### src/rtl/pogq_pkg.sv
// Shared types and constants of the upstream grant queue.
// Used by the controller, the datapath, the top level and the checker.
package pogq_pkg;

    localparam int QUEUE_DEPTH  = 32;
    localparam int MAX_RESULTS  = 33;
    localparam int MAX_RELEASE  = MAX_RESULTS - 1;
    localparam int PTR_W        = $clog2(QUEUE_DEPTH);
    localparam int CNT_W        = $clog2(QUEUE_DEPTH + 1);
    localparam int REL_W        = $clog2(MAX_RELEASE + 1);

    localparam int TAG_W        = 16;
    localparam int LEN_W        = 14;
    localparam int BITS_W       = 24;
    localparam int OVH_W        = 16;
    localparam int CHAN_W       = 6;
    localparam int BURST_W      = 25;
    localparam int CFG_IDX_W    = 2;
    localparam int CFG_DATA_W   = 24;

    localparam logic [CFG_IDX_W-1:0] REG_QUEUE_LIMIT    = 2'd0;
    localparam logic [CFG_IDX_W-1:0] REG_BURST_OVERHEAD = 2'd1;

    localparam logic OP_ENQUEUE = 1'b0;
    localparam logic OP_GRANT   = 1'b1;

    typedef enum logic [1:0] {
        KIND_STATUS = 2'd0,
        KIND_FRAME  = 2'd1,
        KIND_HEADER = 2'd2
    } pogq_kind_t;

    typedef struct packed {
        logic capture;
        logic enqueue;
        logic mem_read;
        logic pop;
        logic load_header;
    } pogq_cmd_t;

    typedef struct packed {
        logic out_free;
        logic is_grant;
        logic fits;
    } pogq_stat_t;

endpackage

### src/rtl/pogq_ctrl.sv
// Controller state machine of the upstream grant queue.
// Depends on pogq_pkg; drives commands into pogq_datapath.
module pogq_ctrl import pogq_pkg::*; (
    input  logic       aclk,
    input  logic       aresetn,
    input  logic       s_valid,
    output logic       s_ready,
    input  pogq_stat_t stat,
    output pogq_cmd_t  cmd
);

    typedef enum logic [3:0] {
        ST_IDLE  = 4'b0001,
        ST_ENQ   = 4'b0010,
        ST_READ  = 4'b0100,
        ST_CHECK = 4'b1000
    } pogq_state_t;

    pogq_state_t state_reg, state_next;

    always_ff @(posedge aclk) begin
        if (!aresetn) begin
            state_reg <= ST_IDLE;
        end else begin
            state_reg <= state_next;
        end
    end

    assign s_ready = (state_reg == ST_IDLE);

    always_comb begin
        state_next = state_reg;
        cmd        = '0;
        case (state_reg)
            ST_IDLE: begin
                if (s_valid) begin
                    cmd.capture = 1'b1;
                    state_next  = ST_ENQ;
                end
            end
            ST_ENQ: begin
                if (stat.is_grant) begin
                    cmd.mem_read = 1'b1;
                    state_next   = ST_CHECK;
                end else if (stat.out_free) begin
                    cmd.enqueue = 1'b1;
                    state_next  = ST_IDLE;
                end
            end
            ST_READ: begin
                cmd.mem_read = 1'b1;
                state_next   = ST_CHECK;
            end
            ST_CHECK: begin
                if (stat.out_free) begin
                    if (stat.fits) begin
                        cmd.pop    = 1'b1;
                        state_next = ST_READ;
                    end else begin
                        cmd.load_header = 1'b1;
                        state_next      = ST_IDLE;
                    end
                end
            end
            default: begin
                state_next = ST_IDLE;
            end
        endcase
    end

endmodule

### src/rtl/pogq_datapath.sv
// Datapath of the upstream grant queue: descriptor memory, pointers,
// occupancy, grant accounting and the output register. Depends on pogq_pkg.
module pogq_datapath import pogq_pkg::*; (
    input  logic                  aclk,
    input  logic                  aresetn,
    input  pogq_cmd_t             cmd,
    output pogq_stat_t            stat,
    input  logic                  s_opcode,
    input  logic [TAG_W-1:0]      s_frame_tag,
    input  logic [LEN_W-1:0]      s_frame_bits,
    input  logic [BITS_W-1:0]     s_grant_bits,
    input  logic [CHAN_W-1:0]     s_grant_channel,
    input  logic                  cfg_valid,
    input  logic [CFG_IDX_W-1:0]  cfg_index,
    input  logic [CFG_DATA_W-1:0] cfg_data,
    output logic                  m_valid,
    input  logic                  m_ready,
    output logic [1:0]            m_result_kind,
    output logic                  m_accepted,
    output logic [TAG_W-1:0]      m_out_tag,
    output logic [LEN_W-1:0]      m_out_frame_bits,
    output logic [BITS_W-1:0]     m_report_bits,
    output logic [CHAN_W-1:0]     m_out_channel,
    output logic [BURST_W-1:0]    m_burst_bits,
    output logic                  m_last
);

    logic [TAG_W+LEN_W-1:0] mem [QUEUE_DEPTH];
    logic [TAG_W+LEN_W-1:0] rd_data_reg;

    logic [BITS_W-1:0]  limit_reg;
    logic [OVH_W-1:0]   overhead_reg;

    logic               opcode_reg;
    logic [TAG_W-1:0]   tag_reg;
    logic [LEN_W-1:0]   len_reg;
    logic [BITS_W-1:0]  grant_reg;
    logic [CHAN_W-1:0]  chan_reg;

    logic [PTR_W-1:0]   head_reg, tail_reg;
    logic [CNT_W-1:0]   count_reg;
    logic [BITS_W-1:0]  occ_reg;
    logic [BITS_W-1:0]  sent_reg;
    logic [REL_W-1:0]   rel_reg;

    logic               out_valid_reg;
    logic [1:0]         out_kind_reg;
    logic               out_acc_reg;
    logic [TAG_W-1:0]   out_tag_reg;
    logic [LEN_W-1:0]   out_len_reg;
    logic [BITS_W-1:0]  out_rep_reg;
    logic [CHAN_W-1:0]  out_chan_reg;
    logic [BURST_W-1:0] out_burst_reg;
    logic               out_last_reg;

    logic [1:0]         out_kind_next;
    logic               out_acc_next;
    logic [TAG_W-1:0]   out_tag_next;
    logic [LEN_W-1:0]   out_len_next;
    logic [BITS_W-1:0]  out_rep_next;
    logic [CHAN_W-1:0]  out_chan_next;
    logic [BURST_W-1:0] out_burst_next;
    logic               out_last_next;

    logic [TAG_W-1:0]   rd_tag;
    logic [LEN_W-1:0]   rd_len;
    logic               enq_ok;
    logic [BITS_W:0]    sent_sum;
    logic [BITS_W-1:0]  occ_after_pop;
    logic               load_any;

    assign rd_tag = rd_data_reg[TAG_W+LEN_W-1:LEN_W];
    assign rd_len = rd_data_reg[LEN_W-1:0];

    assign enq_ok = ({1'b0, occ_reg} + {{(BITS_W-LEN_W+1){1'b0}}, len_reg}
                     <= {1'b0, limit_reg})
                    && (count_reg < CNT_W'(QUEUE_DEPTH));

    assign sent_sum = {1'b0, sent_reg} + {{(BITS_W-LEN_W+1){1'b0}}, rd_len};

    assign occ_after_pop = (occ_reg >= {{(BITS_W-LEN_W){1'b0}}, rd_len})
                           ? occ_reg - {{(BITS_W-LEN_W){1'b0}}, rd_len}
                           : '0;

    assign stat.out_free = !out_valid_reg || m_ready;
    assign stat.is_grant = (opcode_reg == OP_GRANT);
    assign stat.fits     = (grant_reg != '0) && (count_reg != '0)
                           && (rel_reg < REL_W'(MAX_RELEASE))
                           && (sent_sum <= {1'b0, grant_reg});

    assign load_any = cmd.enqueue || cmd.pop || cmd.load_header;

    always_ff @(posedge aclk) begin
        if (!aresetn) begin
            limit_reg    <= '0;
            overhead_reg <= '0;
        end else if (cfg_valid) begin
            case (cfg_index)
                REG_QUEUE_LIMIT:    limit_reg    <= cfg_data[BITS_W-1:0];
                REG_BURST_OVERHEAD: overhead_reg <= cfg_data[OVH_W-1:0];
                default: ;
            endcase
        end
    end

    always_ff @(posedge aclk) begin
        if (cmd.capture) begin
            opcode_reg <= s_opcode;
            tag_reg    <= s_frame_tag;
            len_reg    <= s_frame_bits;
            grant_reg  <= s_grant_bits;
            chan_reg   <= s_grant_channel;
        end
    end

    always_ff @(posedge aclk) begin
        if (cmd.enqueue && enq_ok) begin
            mem[tail_reg] <= {tag_reg, len_reg};
        end
        if (cmd.mem_read) begin
            rd_data_reg <= mem[head_reg];
        end
    end

    always_ff @(posedge aclk) begin
        if (!aresetn) begin
            head_reg  <= '0;
            tail_reg  <= '0;
            count_reg <= '0;
            occ_reg   <= '0;
            sent_reg  <= '0;
            rel_reg   <= '0;
        end else begin
            if (cmd.capture) begin
                sent_reg <= '0;
                rel_reg  <= '0;
            end
            if (cmd.enqueue && enq_ok) begin
                tail_reg  <= (tail_reg == PTR_W'(QUEUE_DEPTH - 1)) ? '0 : tail_reg + PTR_W'(1);
                count_reg <= count_reg + CNT_W'(1);
                occ_reg   <= occ_reg + {{(BITS_W-LEN_W){1'b0}}, len_reg};
            end
            if (cmd.pop) begin
                head_reg  <= (head_reg == PTR_W'(QUEUE_DEPTH - 1)) ? '0 : head_reg + PTR_W'(1);
                count_reg <= count_reg - CNT_W'(1);
                occ_reg   <= occ_after_pop;
                sent_reg  <= sent_sum[BITS_W-1:0];
                rel_reg   <= rel_reg + REL_W'(1);
            end
        end
    end

    always_ff @(posedge aclk) begin
        if (!aresetn) begin
            out_valid_reg <= 1'b0;
        end else if (load_any) begin
            out_valid_reg <= 1'b1;
        end else if (m_ready) begin
            out_valid_reg <= 1'b0;
        end
    end

    always_comb begin
        out_kind_next  = KIND_STATUS;
        out_acc_next   = 1'b0;
        out_tag_next   = '0;
        out_len_next   = '0;
        out_rep_next   = '0;
        out_chan_next  = '0;
        out_burst_next = '0;
        out_last_next  = 1'b1;
        if (cmd.enqueue) begin
            out_acc_next = enq_ok;
        end else if (cmd.pop) begin
            out_kind_next = KIND_FRAME;
            out_tag_next  = rd_tag;
            out_len_next  = rd_len;
            out_last_next = 1'b0;
        end else if (cmd.load_header) begin
            out_kind_next  = KIND_HEADER;
            out_rep_next   = occ_reg;
            out_chan_next  = chan_reg;
            out_burst_next = {{(BURST_W-OVH_W){1'b0}}, overhead_reg}
                             + {{(BURST_W-BITS_W){1'b0}}, sent_reg};
        end
    end

    always_ff @(posedge aclk) begin
        if (load_any) begin
            out_kind_reg  <= out_kind_next;
            out_acc_reg   <= out_acc_next;
            out_tag_reg   <= out_tag_next;
            out_len_reg   <= out_len_next;
            out_rep_reg   <= out_rep_next;
            out_chan_reg  <= out_chan_next;
            out_burst_reg <= out_burst_next;
            out_last_reg  <= out_last_next;
        end
    end

    assign m_valid          = out_valid_reg;
    assign m_result_kind    = out_kind_reg;
    assign m_accepted       = out_acc_reg;
    assign m_out_tag        = out_tag_reg;
    assign m_out_frame_bits = out_len_reg;
    assign m_report_bits    = out_rep_reg;
    assign m_out_channel    = out_chan_reg;
    assign m_burst_bits     = out_burst_reg;
    assign m_last           = out_last_reg;

endmodule

### src/rtl/pon_onu_grant_queue_top.sv
// Top level of the upstream grant queue: controller plus datapath.
// Depends on pogq_pkg, pogq_ctrl and pogq_datapath.
//
// Upstream frame queue of an optical network unit. An enqueue word stores a
// frame descriptor (tag, bit length) in a 32-entry FIFO if it fits the bit
// limit and a free entry, and returns one status word. A grant word releases
// up to 32 frames from the head in order while they fit a nonzero grant, one
// word per frame, then a burst header word with the remaining occupied bits,
// the channel and the burst length. The block takes one input word at a time;
// a grant reads each head descriptor through a registered memory read and
// checks it before it releases the frame. A waiting output word stalls the
// block until it is taken. Configuration writes are accepted in every cycle.
module pon_onu_grant_queue_top import pogq_pkg::*; (
    input  logic                  aclk,
    input  logic                  aresetn,
    input  logic                  s_valid,
    output logic                  s_ready,
    input  logic                  s_opcode,
    input  logic [TAG_W-1:0]      s_frame_tag,
    input  logic [LEN_W-1:0]      s_frame_bits,
    input  logic [BITS_W-1:0]     s_grant_bits,
    input  logic [CHAN_W-1:0]     s_grant_channel,
    output logic                  m_valid,
    input  logic                  m_ready,
    output logic [1:0]            m_result_kind,
    output logic                  m_accepted,
    output logic [TAG_W-1:0]      m_out_tag,
    output logic [LEN_W-1:0]      m_out_frame_bits,
    output logic [BITS_W-1:0]     m_report_bits,
    output logic [CHAN_W-1:0]     m_out_channel,
    output logic [BURST_W-1:0]    m_burst_bits,
    output logic                  m_last,
    input  logic                  cfg_valid,
    output logic                  cfg_ready,
    input  logic [CFG_IDX_W-1:0]  cfg_index,
    input  logic [CFG_DATA_W-1:0] cfg_data
);

    pogq_cmd_t  cmd;
    pogq_stat_t stat;

    assign cfg_ready = 1'b1;

    pogq_ctrl u_ctrl (
        .aclk    (aclk),
        .aresetn (aresetn),
        .s_valid (s_valid),
        .s_ready (s_ready),
        .stat    (stat),
        .cmd     (cmd)
    );

    pogq_datapath u_datapath (
        .aclk             (aclk),
        .aresetn          (aresetn),
        .cmd              (cmd),
        .stat             (stat),
        .s_opcode         (s_opcode),
        .s_frame_tag      (s_frame_tag),
        .s_frame_bits     (s_frame_bits),
        .s_grant_bits     (s_grant_bits),
        .s_grant_channel  (s_grant_channel),
        .cfg_valid        (cfg_valid),
        .cfg_index        (cfg_index),
        .cfg_data         (cfg_data),
        .m_valid          (m_valid),
        .m_ready          (m_ready),
        .m_result_kind    (m_result_kind),
        .m_accepted       (m_accepted),
        .m_out_tag        (m_out_tag),
        .m_out_frame_bits (m_out_frame_bits),
        .m_report_bits    (m_report_bits),
        .m_out_channel    (m_out_channel),
        .m_burst_bits     (m_burst_bits),
        .m_last           (m_last)
    );

endmodule

### config.mk
export PLATFORM = sky130hd
export DESIGN_NAME = pon_onu_grant_queue_top
export DESIGN_NICKNAME = d
export VERILOG_FILES = /design/src/rtl/pogq_pkg.sv /design/src/rtl/pogq_ctrl.sv /design/src/rtl/pogq_datapath.sv /design/src/rtl/pon_onu_grant_queue_top.sv
export SDC_FILE = /design/constraint.sdc
export NUM_CORES = 2
export LEC_CHECK = 0
export BUFFER_PORTS_ARGS = -buffer_cell sky130_fd_sc_hd__buf_2
export CAP_MARGIN = 5
export CORE_UTILIZATION = 40
export DETAILED_ROUTE_END_ITERATION = 8
export GPL_ROUTABILITY_DRIVEN = 0
export GPL_TIMING_DRIVEN = 1
export SKIP_LAST_GASP = 1
export SYNTH_ARGS = -nofsm -noshare
export SYNTH_HDL_FRONTEND = slang
export SYNTH_SLANG_ARGS = --single-unit
### constraint.sdc
create_clock -name aclk -period 15.05 [get_ports aclk]
set_input_delay 3.7625 -clock aclk [delete_from_list [all_inputs] [get_ports aclk]]
set_output_delay 3.7625 -clock aclk [all_outputs]
set_load 0.02 [all_outputs]
After elaboration in Yosys (flattened, before gate mapping)
Memory sizes are Yosys's and may differ from the RTL's. A register that Yosys moved wholly into a read port is not among the register bits.
Index checks and enable logic that the tools add are counted.
{"block": "op_classes", "addsub": 10, "n_mul": 0, "div_mod_pow": 0, "order_cmp": 5, "eq_ne": 10, "shifts": 0, "n_mux": 35, "bitwise": 2, "n_reduce_logical": 21}
{"cell": "24-bit 2-to-1 mux", "count": 5}
{"cell": "24-bit by 14-bit adder with 25-bit output", "count": 2}
{"cell": "25-bit by 24-bit <= comparator with 1-bit output", "count": 2}
{"cell": "16-bit by 24-bit adder with 25-bit output", "count": 1}
{"cell": "24-bit by 14-bit adder with 24-bit output", "count": 1}
{"cell": "24-bit by 14-bit >= comparator with 1-bit output", "count": 1}
{"cell": "6-bit 2-to-1 mux", "count": 4}
{"cell": "24-bit nonzero test", "count": 1}
{"cell": "24-bit by 14-bit subtractor with 24-bit output", "count": 1}
{"cell": "4-bit 2-to-1 mux", "count": 4}
{"cell": "4-bit case mux with 4 select lines", "count": 1}
{"cell": "1-bit 2-to-1 mux", "count": 14}
{"cell": "6-bit by 1-bit adder with 6-bit output (second input constant)", "count": 2}
{"cell": "6-bit < comparator (second input constant)", "count": 2}
{"cell": "5-bit by 1-bit adder with 5-bit output (second input constant)", "count": 2}
{"cell": "5-bit equality test (second input constant)", "count": 2}
{"cell": "5-bit 2-to-1 mux", "count": 2}
{"cell": "2-bit 2-to-1 mux", "count": 3}
{"cell": "2-bit nonzero test", "count": 3}
{"cell": "6-bit nonzero test", "count": 1}
{"cell": "6-bit by 1-bit subtractor with 6-bit output (second input constant)", "count": 1}
{"cell": "1-bit logical AND", "count": 5}
{"cell": "4-bit by 1-bit equality test with 1-bit output (second input constant)", "count": 1}
{"cell": "4-bit by 2-bit equality test with 1-bit output (second input constant)", "count": 1}
{"cell": "other kinds (15)", "count": 21}
{"block": "totals", "register_bits": 265, "latch_bits": 0, "ramBits": 960, "rom_bits": 0, "memories": 1}
{"memory": "u_datapath.mem", "depth": 32, "word_bits": 30, "rd": 1, "rd_ports_with_merged_regs": 1, "wr": 1, "line_no": "pogq_datapath.sv:28", "source": "logic [TAG_W+LEN_W-1:0] mem [QUEUE_DEPTH];"}

Logic depth before layout (Yosys ltp)
{"block": "logic_depth", "depth_word": 10, "depth_mapped": 29, "mapped_depth_nobuf": 27}

By module
Synthesis repeated with hierarchy kept, for this count alone.
{"block": "hier_totals", "hier_cells": 2954, "area_unflattened_um2": 51944.8}
{"mod": "pogq_datapath", "n_inst": 1, "cells_each": 2916, "area_per_inst_um2": 51654.5, "seq_area_each_um2": 36455.0}
{"mod": "pogq_ctrl", "n_inst": 1, "cells_each": 36, "area_per_inst_um2": 279.0, "seq_area_each_um2": 80.1}
{"mod": "pon_onu_grant_queue_top", "n_inst": 1, "cells_each": 2, "area_per_inst_um2": 11.3, "seq_area_each_um2": 0.0}

Worst setup path before layout
OpenSTA, ideal clock, no wires.
{"block": "synth_timing", "path_kind": "input -> register", "from": "input m_ready", "to": "register u_datapath.out_acc_reg, in the netlist u_datapath.m_accepted, enable pin", "arrival_ns": 8.151, "required_time_ns": 14.484, "setup_slack_ns": 6.333, "path_stages": 2, "cell_sequence": "nor2b_1 a21oi_1"}
{"block": "synth_between", "elab_chain_cells": 6, "elab_cells_between_ends": 8, "cone_classes": "mux: 5; reduce/logical: 3"}
{"element": "start, declared", "line_no": "pon_onu_grant_queue_top.sv:24", "source": "input logic m_ready,"}
{"element": "1-bit logical OR (*)", "line_no": "pogq_datapath.sv:85", "source": "assign stat.out_free = !out_valid_reg || m_ready;"}
{"element": "1-bit 2-to-1 mux", "line_no": "pogq_ctrl.sv:45", "source": "end else if (stat.out_free) begin"}
{"element": "1-bit 2-to-1 mux", "line_no": "pogq_ctrl.sv:42", "source": "if (stat.is_grant) begin"}
{"element": "1-bit 2-to-1 mux", "line_no": "pogq_ctrl.sv:34", "source": "case (state_reg)"}
{"element": "1-bit logical OR", "line_no": "pogq_datapath.sv:91", "source": "assign load_any = cmd.enqueue || cmd.pop || cmd.load_header;"}
{"element": "1-bit logical OR (*)", "line_no": "pogq_datapath.sv:91"}
{"element": "via u_datapath.load_any", "line_no": "pogq_datapath.sv:70", "source": "logic load_any;"}
{"element": "end signal, assigned", "line_no": "pogq_datapath.sv:191", "source": "out_acc_reg <= out_acc_next;"}
{"element": "end, declared", "line_no": "pogq_datapath.sv:48", "source": "logic out_acc_reg;"}
Mark *: on every way through the listed nets, which the timed path passes. The rest lies on a longest branch.
A chain may end at the register's enable or synchronous reset.

Worst setup path after layout
{"block": "layout_timing", "from": "register u_datapath.len_reg[0]", "to": "memory u_datapath.mem[13][2] (netlist name), enable pin"}
{"block": "layout_between", "elab_chain_cells": 6}
{"element": "start, declared", "line_no": "pogq_datapath.sv:36", "source": "logic [LEN_W-1:0] len_reg;"}
{"element": "start signal, assigned", "line_no": "pogq_datapath.sv:110", "source": "len_reg <= s_frame_bits;"}
{"element": "24-bit by 14-bit adder with 25-bit output", "line_no": "pogq_datapath.sv:75", "source": "assign enq_ok = ({1'b0, occ_reg} + {{(BITS_W-LEN_W+1){1'b0}}, len_reg}"}
{"element": "25-bit by 24-bit <= comparator with 1-bit output", "line_no": "pogq_datapath.sv:76", "source": "<= {1'b0, limit_reg})"}
{"element": "1-bit logical AND", "line_no": "pogq_datapath.sv:77", "source": "&& (count_reg < CNT_W'(QUEUE_DEPTH));"}
{"element": "1-bit logical AND", "line_no": "pogq_datapath.sv:117", "source": "if (cmd.enqueue && enq_ok) begin"}
{"element": "1-bit 2-to-1 mux", "line_no": "pogq_datapath.sv:117"}
{"element": "1-bit 2-to-1 mux (implied by the code)", "line_no": "pogq_datapath.sv:118", "source": "mem[tail_reg] <= {tag_reg, len_reg};"}
{"element": "end, declared", "line_no": "pogq_datapath.sv:28"}
Every way passes these cells.

==> impl_metrics.env <==
export IMPL_status="finished clean"
export IMPL_fin_setup_tns_ps=0
export IMPL_postCtsResizedCells=0
export IMPL_antennaDiodeCount=0
export IMPL_finish_instance_area_um2=59400
export IMPL_layout_cells_non_filler=5032
export IMPL_ys_seq_area_share_pct=70.3
export IMPL_synth_largest_area_cell="edfxtp_1"
export IMPL_grt_pass1_vias=27900
export IMPL_drv_slew=0
export IMPL_syn_avg_cell_area_um2=17.5
export IMPL_core_area_um2=128000
export IMPL_postCtsSetupRepairBufs=0
export IMPL_syn_nets=3188
export IMPL_cts_sinks=1255
export IMPL_rsz0062_at_grt="no"
export IMPL_yosysTopAreaCellShare_pct=65.8
export IMPL_fin_crit_sh_pct=48.1
export IMPL_die_h_um=363
export IMPL_synth_async_reset_ratio_pct=0
export IMPL_synth_cell_types=93
export IMPL_synthFlopType="edfxtp_1"
export IMPL_regArea_um2=36600
export IMPL_multi_input_area_um2=14700
export IMPL_finalHoldViolations=0
export IMPL_start_kind="register"
export IMPL_path_max_fanout=33
export IMPL_drt_iter0_drc=2697
export IMPL_numPortBuffers=182
export IMPL_pin_count=184
export IMPL_fp_dieW_um=363
export IMPL_hp_class="reg -> reg"
export IMPL_cts_buffer_depth=3
export IMPL_overflow=0
export IMPL_cts_root_buf="clkbuf_16"
export IMPL_routed_via_density=5.50
export IMPL_synth_area_top_cells="edfxtp_1, mux4_2, dfxtp_1"
export IMPL_cap_violations=0
export IMPL_relSlewSlack_pct=23.0
export IMPL_num_rows=131
export IMPL_post_route_util_pct=46.3
export IMPL_syn_to_final_growth_pct=14.3
export IMPL_synth_edf_count=1140
export IMPL_antenna_found_initial=4
export IMPL_ant_nets=0
export IMPL_drt_wirelength_per_cell_um=25.1
export IMPL_yosys_register_bits=1255
export IMPL_htree_levels=4
export IMPL_place_hpwl_um=73700
export IMPL_fin_crit_ps=7240
export IMPL_drtPass1Iterations=5
export IMPL_drc=0
export IMPL_power_mw=7.24
export IMPL_cp_data_arrival_time_ps=7640
export IMPL_grt_pass1_wl_um=186000
export IMPL_cp_required_ps=15450
export IMPL_die_area_um2=131000
export IMPL_clock_latency_ps=760
export IMPL_cts_hold_buffers_added=0
export IMPL_wl_um=126000
export IMPL_fmax_mhz=138
export IMPL_cts_made_buffers=134
export IMPL_start_util_pct=40.5
export IMPL_netlist_area_um2=52000
export IMPL_dpl_cell_count=4802
export IMPL_placed_area_um2=55200
export IMPL_crit_path_end_kind="register"
export IMPL_clk_pin_slew_ps=60
export IMPL_setup_viol=0
export IMPL_drive_above_1_share_pct=25.3
export IMPL_leakagePower_nw=19.5
export IMPL_ir_drop_v=0.000110
export IMPL_vias=27700
export IMPL_tritoncts="done"
export IMPL_yosysWarnings=0
export IMPL_fin_skew_ps=28.4
export IMPL_finalNetCount=3424
export IMPL_synth_cells=2973
export IMPL_path_class="reg -> reg"
export IMPL_powerDensity_nw_per_um2=122
export IMPL_grt_max_degree=146
export IMPL_fill_cells=11000
export IMPL_tightestPinTransition_ps=1150
export IMPL_largest_reg_flops=960
export IMPL_grt_usage_pct=19.4
==> final cells by class <==
class | count | share of cell area, %
flip-flops and latches | 1255 | 61.5
well taps | 1729 | 3.64
clock inverters | 65 | 1.01
clock buffers | 165 | 6.08
repair buffers | 244 | 2.36
inverters | 94 | 0.598
multi-input cells | 1480 | 24.8
==> cells by family (layout without fill, tap and decap cells) <==
logic type | Yosys count | after routing | synth area share [%]
multiplexers | 331 | 331 | 13.7
AO/OA/AOI/OAI | 375 | 375 | 4.41
flip-flops | 1255 | 1255 | 70.3
adder cells (fa/ha/maj) | 123 | 123 | 3.03
other | 1 | 1 | 0.00721
buffers and inverters | 238 | 568 | 1.92
XOR/XNOR | 70 | 70 | 1.18
AND/OR/NAND/NOR | 580 | 580 | 5.54
==> worst paths after layout <==
kind,from,to,slack [ps],cells after the start
worst min register to register,u_datapath.limit_reg[5],u_datapath.limit_reg[5],460,2
worst max-delay path,u_datapath.len_reg[0],u_datapath.mem[13][2],7810,19
worst min-delay path,u_datapath.limit_reg[5],u_datapath.limit_reg[5],460,2
worst max register to register,u_datapath.len_reg[0],u_datapath.mem[13][2],7810,19
==> worst max-delay path: stages, from the launching register on <==
cell       delay [ps]
edfxtp_1         1050
ha_1              350
a21oi_1           130
o2111ai_1         330
a21oi_1           130
or4_1             460
a21oi_1           480
nand2_1           190
xnor2_1           170
ha_1              280
nand4_1           130
nor2_1            190
and4_1            260
or4b_1            460
a21oi_2           200
o21ai_2           150
inv_2             220
nand2_1           480
nor2_4            720
buf_4             470
==> where the power goes <==
group          internal [mW]  switching (mW)
Combinational         0.0479           0.106
Sequential              3.84          0.0478
Clock                   1.85            1.35
Total                   5.73            1.50
==> cell usage after synthesis, types with 4 or more instances <==
master	instances
inv_1	91
and4_1	4
o21ai_0	72
a21boi_0	5
o21a_1	11
and3_1	62
buf_4	7
mux2_2	30
a31oi_1	12
o211ai_1	6
nand2b_1	7
fa_1	5
nor4_1	9
xor2_1	30
nand3b_1	13
xnor2_1	40
nor2b_1	13
dfxtp_1	115
a21oi_1	172
o21ai_1	4
or4_1	5
nand4_1	15
nor2_1	134
edfxtp_1	1140
and2_1	5
mux4_2	300
nor4b_1	4
or3_1	15
nor3_1	36
nand4b_1	6
buf_2	25
buf_1	17
a21o_1	22
clkbuf_1	89
a211oi_1	12
ha_1	118
o21bai_1	10
nand2_1	177
nand3_1	48
==> cell usage in the layout, fill, tap and decap left out, types with 6 or more instances in the layout <==
| cell type | instances |
|---|---|
| a31oi_1 | 12 |
| clkbuf_8 | 6 |
| nor2_1 | 101 |
| a21oi_1 | 171 |
| nor3_1 | 35 |
| ha_1 | 118 |
| or3_1 | 15 |
| clkbuf_1 | 21 |
| buf_2 | 182 |
| mux2_2 | 30 |
| clkinv_1 | 21 |
| buf_4 | 60 |
| o21ai_0 | 72 |
| xor2_1 | 30 |
| a21o_1 | 22 |
| edfxtp_1 | 1140 |
| nand3b_1 | 13 |
| nor4_1 | 9 |
| nor2_4 | 33 |
| a211oi_1 | 12 |
| o211ai_1 | 6 |
| nor2b_1 | 13 |
| inv_1 | 90 |
| nand2_1 | 177 |
| and3_1 | 62 |
| nand4b_1 | 6 |
| nand2b_1 | 7 |
| dfxtp_1 | 110 |
| xnor2_1 | 40 |
| clkbuf_16 | 138 |
| nand4_1 | 15 |
| o21a_1 | 11 |
| bufinv_16 | 8 |
| o21bai_1 | 10 |
| nand3_1 | 48 |
| mux4_2 | 300 |
| clkinv_2 | 22 |
==> through the flow <==
stage	setup slack, ps	hold WS [ps]
2_1_floorplan	6330	436
3_3_place_gp	7630	446
3_5_place_dp	7660	450
4_1_cts	7760	458
5_1_grt	7410	470
6_report	7810	458
==> routing by layer <==
metal / GRT usage (%) / routed length, um / up-vias
li1: - / - / 12300
met1: 26.4 / 54400 / 14300
met2: 31.9 / 62000 / 831
met3: 2.91 / 6720 / 188
met4: 6.13 / 3390 / 2
met5: 0 / 7 / -
Power figures use the tool's default switching activity.
